## src/rtl/crf_pkg.sv

```systemverilog
// Shared types, codes and constants for the clipped rectangle strip fill.
// No dependencies; used by every module under rtl/.
package crf_pkg;

  // default geometry
  localparam int SCREEN_W_DEF     = 240;
  localparam int SCREEN_H_DEF     = 240;
  localparam int STRIP_PIXELS_DEF = 4096;

  // signed coordinate width: 16-bit inputs plus headroom for x + w
  localparam int CW         = 18;
  // store address width: row * stride + column stays below 2**17
  localparam int ADDR_W     = 17;
  localparam int REG_ADDR_W = 5;

  typedef logic signed [CW-1:0] coord_t;

  // command codes
  localparam logic CMD_FILL = 1'b0;
  localparam logic CMD_READ = 1'b1;

  // register indexes
  localparam logic [2:0] REG_CLIP_X  = 3'd0;
  localparam logic [2:0] REG_CLIP_Y  = 3'd1;
  localparam logic [2:0] REG_CLIP_W  = 3'd2;
  localparam logic [2:0] REG_CLIP_H  = 3'd3;
  localparam logic [2:0] REG_STRIP_X = 3'd4;
  localparam logic [2:0] REG_STRIP_Y = 3'd5;
  localparam logic [2:0] REG_STRIP_W = 3'd6;
  localparam logic [2:0] REG_STRIP_H = 3'd7;

  // register reset values
  localparam logic [7:0] CLIP_X_RST  = 8'd0;
  localparam logic [7:0] CLIP_Y_RST  = 8'd0;
  localparam logic [7:0] CLIP_W_RST  = 8'd240;
  localparam logic [7:0] CLIP_H_RST  = 8'd240;
  localparam logic [7:0] STRIP_X_RST = 8'd0;
  localparam logic [7:0] STRIP_Y_RST = 8'd0;
  localparam logic [7:0] STRIP_W_RST = 8'd240;
  localparam logic [7:0] STRIP_H_RST = 8'd16;

  typedef struct packed {
    logic [7:0] clip_x;
    logic [7:0] clip_y;
    logic [7:0] clip_w;
    logic [7:0] clip_h;
    logic [7:0] strip_x;
    logic [7:0] strip_y;
    logic [7:0] strip_w;
    logic [7:0] strip_h;
  } cfg_t;

  typedef enum logic [2:0] {
    S_IDLE,
    S_SCREEN,
    S_WIN,
    S_STRIP,
    S_SIZE,
    S_BASE,
    S_FILL,
    S_DONE
  } state_t;

  typedef enum logic {
    WIN_CLIP,
    WIN_STRIP
  } win_sel_t;

  // controller -> datapath
  typedef struct packed {
    logic     load;
    logic     screen;
    logic     win_en;
    win_sel_t win_sel;
    logic     size;
    logic     base;
    logic     fill;
    logic     out_load;
  } dp_cmd_t;

  // datapath -> controller
  typedef struct packed {
    logic cmd;
    logic ok;
    logic fill_last;
  } dp_sts_t;

endpackage

```

## src/rtl/crf_ctrl.sv

```systemverilog
// Command sequencer: clip steps, fill scan, result handoff.
// Depends on crf_pkg.
module crf_ctrl (
  input  logic             clk,
  input  logic             rst_n,
  input  logic             in_valid,
  output logic             in_ready,
  output logic             out_valid,
  input  logic             out_ready,
  input  crf_pkg::dp_sts_t sts,
  output crf_pkg::dp_cmd_t dp_cmd,
  output crf_pkg::state_t  state
);
  import crf_pkg::*;

  state_t state_r;
  state_t state_nxt;
  logic   out_valid_r;
  logic   out_valid_nxt;

  assign state     = state_r;
  assign out_valid = out_valid_r;

  always_ff @(posedge clk) begin
    if (!rst_n) begin
      state_r     <= S_IDLE;
      out_valid_r <= 1'b0;
    end else begin
      state_r     <= state_nxt;
      out_valid_r <= out_valid_nxt;
    end
  end

  always_comb begin
    state_nxt = state_r;
    dp_cmd    = '0;
    in_ready  = 1'b0;
    unique case (state_r)
      S_IDLE: begin
        in_ready = 1'b1;
        if (in_valid) begin
          dp_cmd.load = 1'b1;
          state_nxt   = S_SCREEN;
        end
      end
      S_SCREEN: begin
        dp_cmd.screen = 1'b1;
        state_nxt     = S_WIN;
      end
      S_WIN: begin
        dp_cmd.win_en  = 1'b1;
        dp_cmd.win_sel = WIN_CLIP;
        state_nxt      = S_STRIP;
      end
      S_STRIP: begin
        dp_cmd.win_en  = 1'b1;
        dp_cmd.win_sel = WIN_STRIP;
        state_nxt      = S_SIZE;
      end
      S_SIZE: begin
        dp_cmd.size = 1'b1;
        state_nxt   = (sts.cmd == CMD_FILL) ? S_BASE : S_DONE;
      end
      S_BASE: begin
        dp_cmd.base = 1'b1;
        state_nxt   = sts.ok ? S_FILL : S_DONE;
      end
      S_FILL: begin
        dp_cmd.fill = 1'b1;
        if (sts.fill_last) state_nxt = S_DONE;
      end
      S_DONE: begin
        if (!out_valid_r || out_ready) begin
          dp_cmd.out_load = 1'b1;
          state_nxt       = S_IDLE;
        end
      end
      default: state_nxt = S_IDLE;
    endcase
  end

  always_comb begin
    out_valid_nxt = out_valid_r;
    if (dp_cmd.out_load)  out_valid_nxt = 1'b1;
    else if (out_ready)   out_valid_nxt = 1'b0;
  end

endmodule

```

## config.mk

```make
export PLATFORM = sky130hd
export DESIGN_NAME = crf_ctrl
export DESIGN_NICKNAME = d
export VERILOG_FILES = /design/src/rtl/crf_pkg.sv /design/src/rtl/crf_ctrl.sv
export SDC_FILE = /design/constraint.sdc
export NUM_CORES = 1
export LEC_CHECK = 0
export BUFFER_PORTS_ARGS = -buffer_cell sky130_fd_sc_hd__buf_2
export CORE_AREA = 8 8 45 47
export CTS_CLUSTER_SIZE = 20
export DETAILED_ROUTE_END_ITERATION = 10
export DIE_AREA = 0 0 53 55
export PLACE_DENSITY_LB_ADDON = 0.05
export SLEW_MARGIN = 10
export SYNTH_ARGS = -nofsm -noshare
export SYNTH_HDL_FRONTEND = slang
export SYNTH_SLANG_ARGS = --single-unit
```

## constraint.sdc

```tcl
create_clock -name clk -period 1.18 [get_ports clk]
set_input_delay 0.236 -clock clk [delete_from_list [all_inputs] [get_ports clk]]
set_output_delay 0.236 -clock clk [all_outputs]
set_load 0.005 [all_outputs]
```

==> flow_summary.yaml <==
status:
  status: "finished with violations"
  violations: "setup timing"
layout:
  antenna_cells_inserted: 0
  post-route-util_pct: 37.9
  flow.area_growth_from_synthesis_pct: 75.3
  final_layout_size_suffix_gt1_share_pct: 71.7
  final_nets: 69
clocking:
  clock_insertion_delay_worst_skew_ps: 240
  cts-buffers-inserted: 3
  cts_tree: "done"
  cts_buffer_depth: 2
  ctsRootBufferMaster: "clkbuf_4"
  clk_pin_slew_ps: 40
  htreeDepth: 1
  cts.sinks: 4
floorplanning:
  design.core.area_sq_um: 1380
  initial_core_util_pct: 21.6
  die_area_sq_um: 2920
  ioPinCount: 20
  chipWidth_um: 53
  floorplan.die.height_um: 55
  std_cell_rows: 14
pwr:
  totalPowerFinal_mw: 0.569
  power.switching_fraction_pct: 31.2
  p_leak_nw: 0.261
  register_share_of_total_power_pct: 31.3
  pwr-share-clk_pct: 30.1
  worst_ir_drop_vdd_mv: 0.589
  combinationalPowerShare_pct: 38.7
  cellInternalPower_mw: 0.392
  power_per_cell_area_nw_per_um2: 1080
  p_switching_mw: 0.177
route:
  drtIter0Drc: 1
  drt-pass1-iter-count: 2
  detail_route.wirelength_mm: 1.01
  drc: 0
  final_routed_wire_length_divided_by_cell_count_um: 13.3
  route.vias.total: 351
  antenna_left: 0
  via_per_inst: 4.62
synthesis:
  syn-mean-instance-area_sq_um: 8.54
  synth_cell_types: 21
  flops_latches_synth: 4
  netlist_instances: 35
  syn_area_sq_um: 299
  synthesis.yosys.warnings: 0
  synth_fp_nets: 42
  synth.yosys.seq_area_share_pct: 26.8
placement:
  place.detailed.hpwl_um: 805
  routabilityCongestion: 0.741
  port-buffer-count: 19
  dp_slack_ps: 40.6
timing:
  max_freq_ghz: 0.779
  final_hold_viol_count: 0
  post-route-worst-setup-slack_ps: -103
  rsz0062_at_grt: "yes"
  worst-slew-pin-transition_ps: 235
  final.hold.worst_slack_ps: 272
  fin_crit_sh_pct: 109
  timing.final.crit_period_ps: 1280
  finalMaxSlewViolations: 0
  worst_clock_skew_ps: 2.66
  max-slew-margin-rel_pct: 84.2
  finalSetupViolations: 9
critical_path:
  arrival_ps: 1050
  setup.worst_path.end_class: "output pin"
  worstSetupStartpointType: "flip-flop"
  setup.worst_path.class: "reg2out"
  r2r.worst_path.cells: 4
  critical_path_peak_fanout: 7
  worstPathRequired_ps: 940
flow_run:
  cap_violations: 0
global_routing:
  grtUsageTotal_pct: 7.21
  grt_max_degree: 8
  global_route.overflow_total: 0
  first_global_vias: 338
  grt_pass1_wl_mm: 1.52
  antenna_found_initial: 0
hold_path:
  hold_depth: 3
  hp-class: "in2reg"
==> logic make-up (layout without fill, tap and decap cells) <==
logic type | after synthesis | count (layout) | synth area share, %
XOR/XNOR | 1 | 1 | 2.93
AO/OA/AOI/OAI | 6 | 6 | 17.2
AND/OR/NAND/NOR | 19 | 19 | 39.3
buffers and inverters | 5 | 30 | 13.8
flip-flops | 4 | 4 | 26.8
==> cell type report <==
cell class	instances	area, sq um
Clock buffer	3	22.5
Fill cell	159	860
Sequential cell	4	91.3
Multi-Input combinational cell	26	215
Tap cell	16	20.0
Inverter	1	3.75
Timing Repair Buffer	26	171
==> placed cells by master (no fill, tap or decap), drive strengths merged <==
cell type,instances
buf,26
dfxtp,4
a21oi,3
clkbuf,3
and3b,3
nor2,3
nor3,3
nor2b,2
nor3b,2
nand2,2
nand3,1
nand2b,1
and2,1
inv,1
o2111ai,1
o41ai,1
xnor2,1
and2b,1
o21ai,1
==> state kept, by name, indices dropped and copies added (netlist names) <==
| register | flops |
|---|---|
| out_valid | 1 |
| state | 3 |
==> timing repair <==
item                       CTS  global route
hold buffers                 0             0
setup endpoints to repair    9            11
hold endpoints to repair     0             0
setup buffers                2             0
gates resized for setup     16             3
pin swaps                    6             2
==> final timing paths <==
| path | slack, ps | start | to |
|---|---|---|---|
| worst min-delay path | 270 | rst_n | state[0] |
| worst max-delay path | -100 | state[2] | dp_cmd[2] |
| worst max register to register | 70 | state[1] | state[0] |
| worst min register to register | 510 | out_valid | out_valid |
==> power groups by stage <==
stage | combinational [mW] | clock (mW) | sequential [mW]
3_3_place_gp | 0.177 | 0 | 0.166
6_report | 0.220 | 0.171 | 0.178
4_1_cts | 0.210 | 0.178 | 0.173
5_1_grt | 0.240 | 0.187 | 0.181
3_5_place_dp | 0.179 | 0 | 0.166
2_1_floorplan | 0.104 | 0 | 0.166
==> layer usage <==
| layer | share of wire [%] | GRT usage, % |
|---|---|---|
| met2 | 54 | 12.7 |
| met1 | 34 | 6.37 |
| met3 | 11 | 4.28 |
| met5 | 0 | 0 |
| met4 | 0.99 | 3.88 |
==> worst max-delay path, cell delays in order, from the launching register on <==
cell	delay, ps
dfxtp_4	360
buf_6	130
and3b_2	210
buf_6	110
==> synth_stat cells <==
master | n | area (sq um)
inv_1 | 1 | 3.75
nor3_1 | 3 | 15.0
and3b_1 | 1 | 8.76
and2b_1 | 1 | 7.51
dfxtp_1 | 4 | 80.1
nor2_2 | 1 | 6.26
buf_6 | 2 | 22.5
o2111ai_2 | 1 | 15.0
a21oi_1 | 3 | 15.0
nor2_1 | 2 | 7.51
nand3_1 | 1 | 5.00
nor3b_1 | 2 | 15.0
xnor2_1 | 1 | 8.76
nand2_1 | 2 | 7.51
buf_4 | 2 | 15.0
nor2b_1 | 2 | 12.5
nand2b_1 | 1 | 6.26
and2_1 | 1 | 6.26
o21ai_1 | 1 | 5.00
and3b_2 | 2 | 20.0
o41ai_2 | 1 | 16.3
==> metrics by stage <==
step	std cells	TNS (ps)	instance area, sq um
2_1_floorplan	35	0	299
3_3_place_gp	71	0	414
3_5_place_dp	71	0	414
4_1_cts	76	-527	509
5_1_grt	76	-1070	524
6_report	76	-582	524
No activity file was read; power rests on OpenSTA's default activity.
