[config.mk]
export PLATFORM = sky130hd
export DESIGN_NAME = crf_regs
export DESIGN_NICKNAME = d
export VERILOG_FILES = /design/src/rtl/crf_pkg.sv /design/src/rtl/crf_regs.sv
export SDC_FILE = /design/constraint.sdc
export NUM_CORES = 1
export LEC_CHECK = 0
export BUFFER_PORTS_ARGS = -buffer_cell sky130_fd_sc_hd__clkbuf_2
export CAP_MARGIN = 10
export CORE_MARGIN = 2
export CORE_UTILIZATION = 43
export DETAILED_ROUTE_END_ITERATION = 10
export PLACE_DENSITY_LB_ADDON = 0.08
export SLEW_MARGIN = 20
export SYNTH_ARGS = -nofsm -noshare
export SYNTH_HDL_FRONTEND = slang
export SYNTH_SLANG_ARGS = --single-unit
[constraint.sdc]
create_clock -name clk -period 1.3 [get_ports clk]
set_clock_uncertainty 0.2 [all_clocks]
set_input_delay 0 -clock clk [delete_from_list [all_inputs] [get_ports clk]]
set_output_delay 0 -clock clk [all_outputs]
set_load 0.1 [all_outputs]
[src/rtl/crf_pkg.sv]
// Shared types, codes and constants for the clipped rectangle strip fill.
// No dependencies; used by every module under rtl/.
package crf_pkg;

  // default geometry
  localparam int SCREEN_W_DEF     = 240;
  localparam int SCREEN_H_DEF     = 240;
  localparam int STRIP_PIXELS_DEF = 4096;

  // signed coordinate width: 16-bit inputs plus headroom for x + w
  localparam int CW         = 18;
  // store address width: row * stride + column stays below 2**17
  localparam int ADDR_W     = 17;
  localparam int REG_ADDR_W = 5;

  typedef logic signed [CW-1:0] coord_t;

  // command codes
  localparam logic CMD_FILL = 1'b0;
  localparam logic CMD_READ = 1'b1;

  // register indexes
  localparam logic [2:0] REG_CLIP_X  = 3'd0;
  localparam logic [2:0] REG_CLIP_Y  = 3'd1;
  localparam logic [2:0] REG_CLIP_W  = 3'd2;
  localparam logic [2:0] REG_CLIP_H  = 3'd3;
  localparam logic [2:0] REG_STRIP_X = 3'd4;
  localparam logic [2:0] REG_STRIP_Y = 3'd5;
  localparam logic [2:0] REG_STRIP_W = 3'd6;
  localparam logic [2:0] REG_STRIP_H = 3'd7;

  // register reset values
  localparam logic [7:0] CLIP_X_RST  = 8'd0;
  localparam logic [7:0] CLIP_Y_RST  = 8'd0;
  localparam logic [7:0] CLIP_W_RST  = 8'd240;
  localparam logic [7:0] CLIP_H_RST  = 8'd240;
  localparam logic [7:0] STRIP_X_RST = 8'd0;
  localparam logic [7:0] STRIP_Y_RST = 8'd0;
  localparam logic [7:0] STRIP_W_RST = 8'd240;
  localparam logic [7:0] STRIP_H_RST = 8'd16;

  typedef struct packed {
    logic [7:0] clip_x;
    logic [7:0] clip_y;
    logic [7:0] clip_w;
    logic [7:0] clip_h;
    logic [7:0] strip_x;
    logic [7:0] strip_y;
    logic [7:0] strip_w;
    logic [7:0] strip_h;
  } cfg_t;

  typedef enum logic [2:0] {
    S_IDLE,
    S_SCREEN,
    S_WIN,
    S_STRIP,
    S_SIZE,
    S_BASE,
    S_FILL,
    S_DONE
  } state_t;

  typedef enum logic {
    WIN_CLIP,
    WIN_STRIP
  } win_sel_t;

  // controller -> datapath
  typedef struct packed {
    logic     load;
    logic     screen;
    logic     win_en;
    win_sel_t win_sel;
    logic     size;
    logic     base;
    logic     fill;
    logic     out_load;
  } dp_cmd_t;

  // datapath -> controller
  typedef struct packed {
    logic cmd;
    logic ok;
    logic fill_last;
  } dp_sts_t;

endpackage

[src/rtl/crf_regs.sv]
// APB-style register file holding the clip and strip windows.
// Depends on crf_pkg.
module crf_regs (
  input  logic                           clk,
  input  logic                           rst_n,
  input  logic                           psel,
  input  logic                           penable,
  input  logic                           pwrite,
  input  logic [crf_pkg::REG_ADDR_W-1:0] paddr,
  input  logic [31:0]                    pwdata,
  output logic [31:0]                    prdata,
  output logic                           pready,
  output crf_pkg::cfg_t                  cfg
);
  import crf_pkg::*;

  cfg_t       cfg_r;
  cfg_t       cfg_nxt;
  logic       wr_en;
  logic [2:0] idx;
  logic [7:0] wval;
  logic [7:0] rval;

  assign pready = 1'b1;
  assign wr_en  = psel && penable && pwrite;
  assign idx    = paddr[4:2];
  assign wval   = pwdata[7:0];
  assign cfg    = cfg_r;
  assign prdata = {24'd0, rval};

  always_comb begin
    cfg_nxt = cfg_r;
    if (wr_en) begin
      unique case (idx)
        REG_CLIP_X:  cfg_nxt.clip_x  = wval;
        REG_CLIP_Y:  cfg_nxt.clip_y  = wval;
        REG_CLIP_W:  cfg_nxt.clip_w  = wval;
        REG_CLIP_H:  cfg_nxt.clip_h  = wval;
        REG_STRIP_X: cfg_nxt.strip_x = wval;
        REG_STRIP_Y: cfg_nxt.strip_y = wval;
        REG_STRIP_W: cfg_nxt.strip_w = wval;
        REG_STRIP_H: cfg_nxt.strip_h = wval;
      endcase
    end
  end

  always_comb begin
    unique case (idx)
      REG_CLIP_X:  rval = cfg_r.clip_x;
      REG_CLIP_Y:  rval = cfg_r.clip_y;
      REG_CLIP_W:  rval = cfg_r.clip_w;
      REG_CLIP_H:  rval = cfg_r.clip_h;
      REG_STRIP_X: rval = cfg_r.strip_x;
      REG_STRIP_Y: rval = cfg_r.strip_y;
      REG_STRIP_W: rval = cfg_r.strip_w;
      REG_STRIP_H: rval = cfg_r.strip_h;
    endcase
  end

  always_ff @(posedge clk) begin
    if (!rst_n) begin
      cfg_r.clip_x  <= CLIP_X_RST;
      cfg_r.clip_y  <= CLIP_Y_RST;
      cfg_r.clip_w  <= CLIP_W_RST;
      cfg_r.clip_h  <= CLIP_H_RST;
      cfg_r.strip_x <= STRIP_X_RST;
      cfg_r.strip_y <= STRIP_Y_RST;
      cfg_r.strip_w <= STRIP_W_RST;
      cfg_r.strip_h <= STRIP_H_RST;
    end else begin
      cfg_r <= cfg_nxt;
    end
  end

endmodule

==> results of run 1 <==
-- stage by stage --
stage	util, %	worst slack [ns]
global placement	78.2	-0.248
detailed placement	78.2	-0.325
global route	83.5	-0.636
CTS	82.7	-0.578
finish	83.5	-0.617
floorplan	-	-0.415
-- final timing paths --
path                                           start                    to  depth (start not counted)
worst max-delay path            cfg[15]$_SDFFE_PN1P_             prdata[7]                          5
worst min-delay path                         penable  cfg[37]$_SDFFE_PN1P_                          5
worst min register to register  cfg[53]$_SDFFE_PN0P_  cfg[53]$_SDFFE_PN0P_                          2
worst max register to register  cfg[54]$_SDFFE_PN0P_  cfg[54]$_SDFFE_PN0P_                          3
-- cells by family after synthesis --
group | after synthesis | share of synthesized area (%)
multiplexers | 22 | 6.70
other | 2 | 0.227
AO/OA/AOI/OAI | 122 | 24.5
flip-flops | 64 | 38.8
AND/OR/NAND/NOR | 120 | 17.8
buffers and inverters | 73 | 12.0
-- cells in the final DEF, fill, tap and decap left out, types with 3 or more instances in the layout --
master         instances
buf_4                 89
buf_12                75
nand2_1               54
dfxtp_4               50
o21ai_0               45
a21boi_0              36
conb_1                25
mux2i_1               20
nor2b_1               19
clkbuf_2              15
nand3_1               14
dfxtp_2               14
nor2_1                11
clkbuf_8               9
dlygate4sd3_1          9
nand2b_1               7
a221oi_2               7
a22o_1                 6
nor2_4                 6
inv_2                  5
o21ai_1                4
a21boi_1               3
o21ai_2                3
a221oi_4               3
o211ai_1               3
-- repair_timing --
action                                  in CTS  in global routing
endpoints found under the setup margin       8                 11
gates cloned                                 0                  0
hold buffers                                 9                  0
hold endpoints to repair                    64                  0
setup buffers                                0                  0
pin swaps                                   16                  7
gates resized for setup                     14                 13
-- layer usage --
| metal | global-route usage [%] | vias to the layer above | routed length (um) |
|---|---|---|---|
| li1 | - | 1659 | - |
| met1 | 38.8 | 1761 | 5170 |
| met2 | 48.1 | 232 | 6080 |
| met3 | 4.27 | 34 | 1110 |
| met4 | 12.2 | 0 | 310 |
| met5 | 0 | - | 0 |
-- worst max-delay path: stages (launching register included) --
cell	delay, ns
dfxtp_4	0.34
mux2_4	0.28
a22oi_2	0.16
a21oi_2	0.09
o32a_4	0.34
buf_12	0.17
-- power breakdown --
group          total, mW  switching (mW)  leakage, nW  internal, mW
registers           1.90          0.0156        0.552          1.88
clock network       1.62           0.748       0.0922         0.868
logic               1.28           0.913         1.82         0.367
total               4.79            1.68         2.47          3.12
-- layout make-up --
class	instances	area, um^2	area share, %
inverter	8	32.5	0.531
multi-input combinational	289	1960	32.1
clock buffer	11	131	2.15
clock inverter	5	47.5	0.777
timing repair buffer	188	2330	38.1
tap	99	124	2.02
sequential	64	1490	24.3
==> out/results.tsv, run 1 <==
metric	value	unit
antenna_found_initial	0	
placed_area	5730	um^2
ys_async_sr_fraction	0	%
grt_max_degree	65	
insertion_delay	0.33	ns
critPathMaxFanout	2	
finalSetupTns	-3.66	ns
start_kind	flop	
largest_reg_flops	64	
avgSynthCellArea	8.20	um^2
clockBufferDepth	2	
status	finished with violations	
hold_class	in2reg	
n_fill_cell	403	
ys_seq_area_share	38.8	%
ys.flop_type	dfxtp_1	
violations	setup timing	
hold_viol	0	
dieWidth	91.6	um
max_clock_freq	522	MHz
io_buffers	87	
drive_gt1_share	52.2	%
cts_root_buf	clkbuf_8	
cp_data_arrival_time	1.72	ns
synth_edf_count	0	
rrSetupSlack	0.20	ns
powerDensity	783	nW/um^2
instances_no_fill	664	
synth_area_leaders	dfxtp_1 (39%), a21boi_0 (8.6%), o21ai_0 (7.9%), mux2i_1 (6.4%), nand2_1 (6.1%)	
detail_route.iter0.violations	362	
gp_congestion	0.944	
placed_cells	639	
cts-htree-levels	3	
wl_per_cell	19.1	um
clkTransAtPathRegs	0.07	ns
yosysWarnings	0	
grt_pass1_vias	3634	
end_kind	output port	
critPathRequiredTime	1.10	ns
avgViaCountPerCell	5.55	
synth-seq-cells	64	
synth_commonest_cells	dfxtp_1 (64), nand2_1 (54), o21ai_0 (52)	
diodes	0	
drtAntennaViolNets	0	
p_total	4.79	mW
dieArea	8400	um^2
fin_ws	-0.617	ns
fin_area	6120	um^2
min_period_over_period	147	%
hold_ws	0.0390	ns
post-route-drc-count	0	
maxCapViolations	0	
leakagePower	2.47	nW
netlist_instances	403	
synth_top_area_share	38.8	%
yosys.area.top_type	dfxtp_1	
worst_ir_drop_vdd	0.513	mV
die_h	91.6	um
grt_setup_unrepaired	yes	
num_rows	31	
setup_violations	8	
tritoncts	done	
syn_area	3300	um^2
period_needed	1.92	ns
synthToLayoutAreaGrowth	85.3	%
slew_headroom	55.6	%
cts_sinks	64	
io_pins	139	
core	7330	um^2
final_nets	602	
dr.pass1.iters	5	
final-max-slew-violation-count	0	
routed-via-count	3686	
synth.most_common_cell	dfxtp_1	
start_util	45.1	%
wl	12700	um
worstMarginPinSlew	0.665	ns
crit_type	reg2out	
cts_made_buffers	9	
dp_hpwl	8650	um
grt_pass1_wl	19100	um
grt_util_all_layers	29.4	%
grt.overflow.total	0	
synth_cell_types	36	
Power figures use the tool's default switching activity.
==> run 2: changes to the inputs <==
--- a/config.mk
+++ b/config.mk
@@ -15,3 +15,4 @@
 export SYNTH_ARGS = -nofsm -noshare
 export SYNTH_HDL_FRONTEND = slang
 export SYNTH_SLANG_ARGS = --single-unit
+export TNS_END_PERCENT = 10
==> constraint.sdc (replaced) <==
create_clock -name clk -period 1.3 [get_ports clk]
set_clock_uncertainty 0.2 [all_clocks]
set_input_delay 0 -clock clk [delete_from_list [all_inputs] [get_ports clk]]
set_output_delay 0 -clock clk [all_outputs]
set_load 0.005 [all_outputs]
==> out/results.tsv, run 2 (synthesized netlist as in run 1, its figures left out) <==
metric	value	unit	change
status	finished with violations		
violations	setup timing		
clockBufferDepth	2		unchanged
largest_reg_flops	64		unchanged
slew_headroom	56.2	%	+0.64 points
wl	10500	um	-17%
leakagePower	1.92	nW	-22%
cts-htree-levels	3		unchanged
drtAntennaViolNets	0		unchanged
worstMarginPinSlew	0.655	ns	-0.00956 ns
num_rows	31		unchanged
antenna_found_initial	0		unchanged
io_pins	139		unchanged
gp_congestion	0.952		+0.85%
diodes	0		unchanged
hold_ws	0.102	ns	+0.0628 ns
grt_pass1_wl	16600	um	-13%
p_total	4.01	mW	-16%
setup_violations	8		unchanged
grt_pass1_vias	3043		-16%
start_util	45.1	%	unchanged
critPathMaxFanout	2		unchanged
io_buffers	87		unchanged
grt_util_all_layers	25.2	%	-4.2 points
final-max-slew-violation-count	0		unchanged
powerDensity	909	nW/um^2	+16%
cts_root_buf	clkbuf_8		
final_nets	569		-5.5%
placed_cells	606		-5.2%
grt.overflow.total	0		unchanged
pre_cts_slack	-0.170	ns	+0.155 ns
worst_ir_drop_vdd	0.538	mV	+4.8%
detail_route.iter0.violations	243		-33%
tritoncts	done		
crit_type	reg2out		
finalSetupTns	-2.41	ns	+1.25 ns
dieArea	8400	um^2	unchanged
final_cell_mix	clkbuf_2 (87), dfxtp_1 (58), buf_4 (55)		
n_fill_cell	702		+74%
cp_data_arrival_time	1.59	ns	-0.13 ns
post-route-drc-count	0		unchanged
dr.pass1.iters	5		unchanged
cts_sinks	64		unchanged
maxCapViolations	0		unchanged
avgViaCountPerCell	5.19		-6.6%
insertion_delay	0.34	ns	about the same
end_kind	output port		
grt_setup_unrepaired	yes		
wl_per_cell	16.7	um	-13%
period_needed	1.79	ns	-0.125 ns
hold_class	in2reg		
instances_no_fill	631		-5.0%
max_clock_freq	558	MHz	+7.0%
start_kind	flop		
fin_ws	-0.492	ns	+0.125 ns
die_h	91.6	um	unchanged
synthToLayoutAreaGrowth	33.6	%	
routed-via-count	3273		-11%
ff_latch_area	1290	um^2	-13%
critPathRequiredTime	1.10	ns	about the same
dieWidth	91.6	um	unchanged
grt_max_degree	65		unchanged
hold_viol	0		unchanged
dp_hpwl	7440	um	-14%
cts_made_buffers	9		unchanged
min_period_over_period	138	%	-9.6 points
multi_input_comb_area	1790	um^2	-9.0%
clkTransAtPathRegs	0.07	ns	about the same
core	7330	um^2	unchanged
final_common_cell	clkbuf_2		
drive_gt1_share	34.8	%	-17 points
run 2: changes by cell type in the layout (fill, tap and decap cells not counted), sizes merged:
cell,delta
buf,-105
clkbuf,+73
bufinv,-1
run 2: final cells by class:
cell class	instances	area share, %
Multi-Input combinational cell	289	40.5
Clock inverter	4	0.454
Tap cell	99	2.81
Clock buffer	12	3.29
Inverter	8	0.680
Sequential cell	64	29.2
Timing Repair Buffer	155	23.1
run 2: worst paths after layout:
kind / start / end / slack [ns] / cells after the start
worst max-delay path: cfg[7]$_SDFFE_PN0P_ / prdata[7] / -0.49 / 5
worst min-delay path: penable / cfg[50]$_SDFFE_PN0P_ / 0.10 / 5
worst max register to register: cfg[17]$_SDFFE_PN0P_ / cfg[17]$_SDFFE_PN0P_ / 0.31 / 3
worst min register to register: cfg[48]$_SDFFE_PN0P_ / cfg[48]$_SDFFE_PN0P_ / 0.30 / 2
run 2: report_power, final:
| group | internal [mW] | total (mW) | switching, mW |
|---|---|---|---|
| clock network | 0.733 | 1.51 | 0.779 |
| registers | 1.98 | 1.99 | 0.0137 |
| logic | 0.219 | 0.508 | 0.289 |
run 2: critical path, cell delays in order (launching register included):
cell	delay, ns
dfxtp_1	0.31
mux2_2	0.27
a22oi_2	0.15
a21oi_2	0.08
o32a_1	0.32
clkbuf_2	0.12
run 2: stage by stage:
stage	utilization, %	cell area [um^2]
final	60.2	4410
after global routing	60.2	4410
after CTS	59.8	4380
after detailed placement	55.6	4080
after global placement	55.6	4080
after floorplan	-	3390
run 2: timing repair:
item                                    4_1_cts  5_1_grt
endpoints found under the setup margin        8        8
setup buffers                                 0        0
resized for setup                            18        7
hold buffers                                  9        0
hold endpoints to repair                     64        0
pin swaps                                     5        0
run 2: metal layers:
| metal | vias up | part of all wire, % | track usage, % |
|---|---|---|---|
| met5 | - | 0 | 0 |
| met3 | 14 | 5.9 | 3.29 |
| met2 | 128 | 45 | 38.4 |
| li1 | 1591 | - | - |
| met1 | 1540 | 47 | 37.0 |
| met4 | 0 | 1.4 | 7.70 |
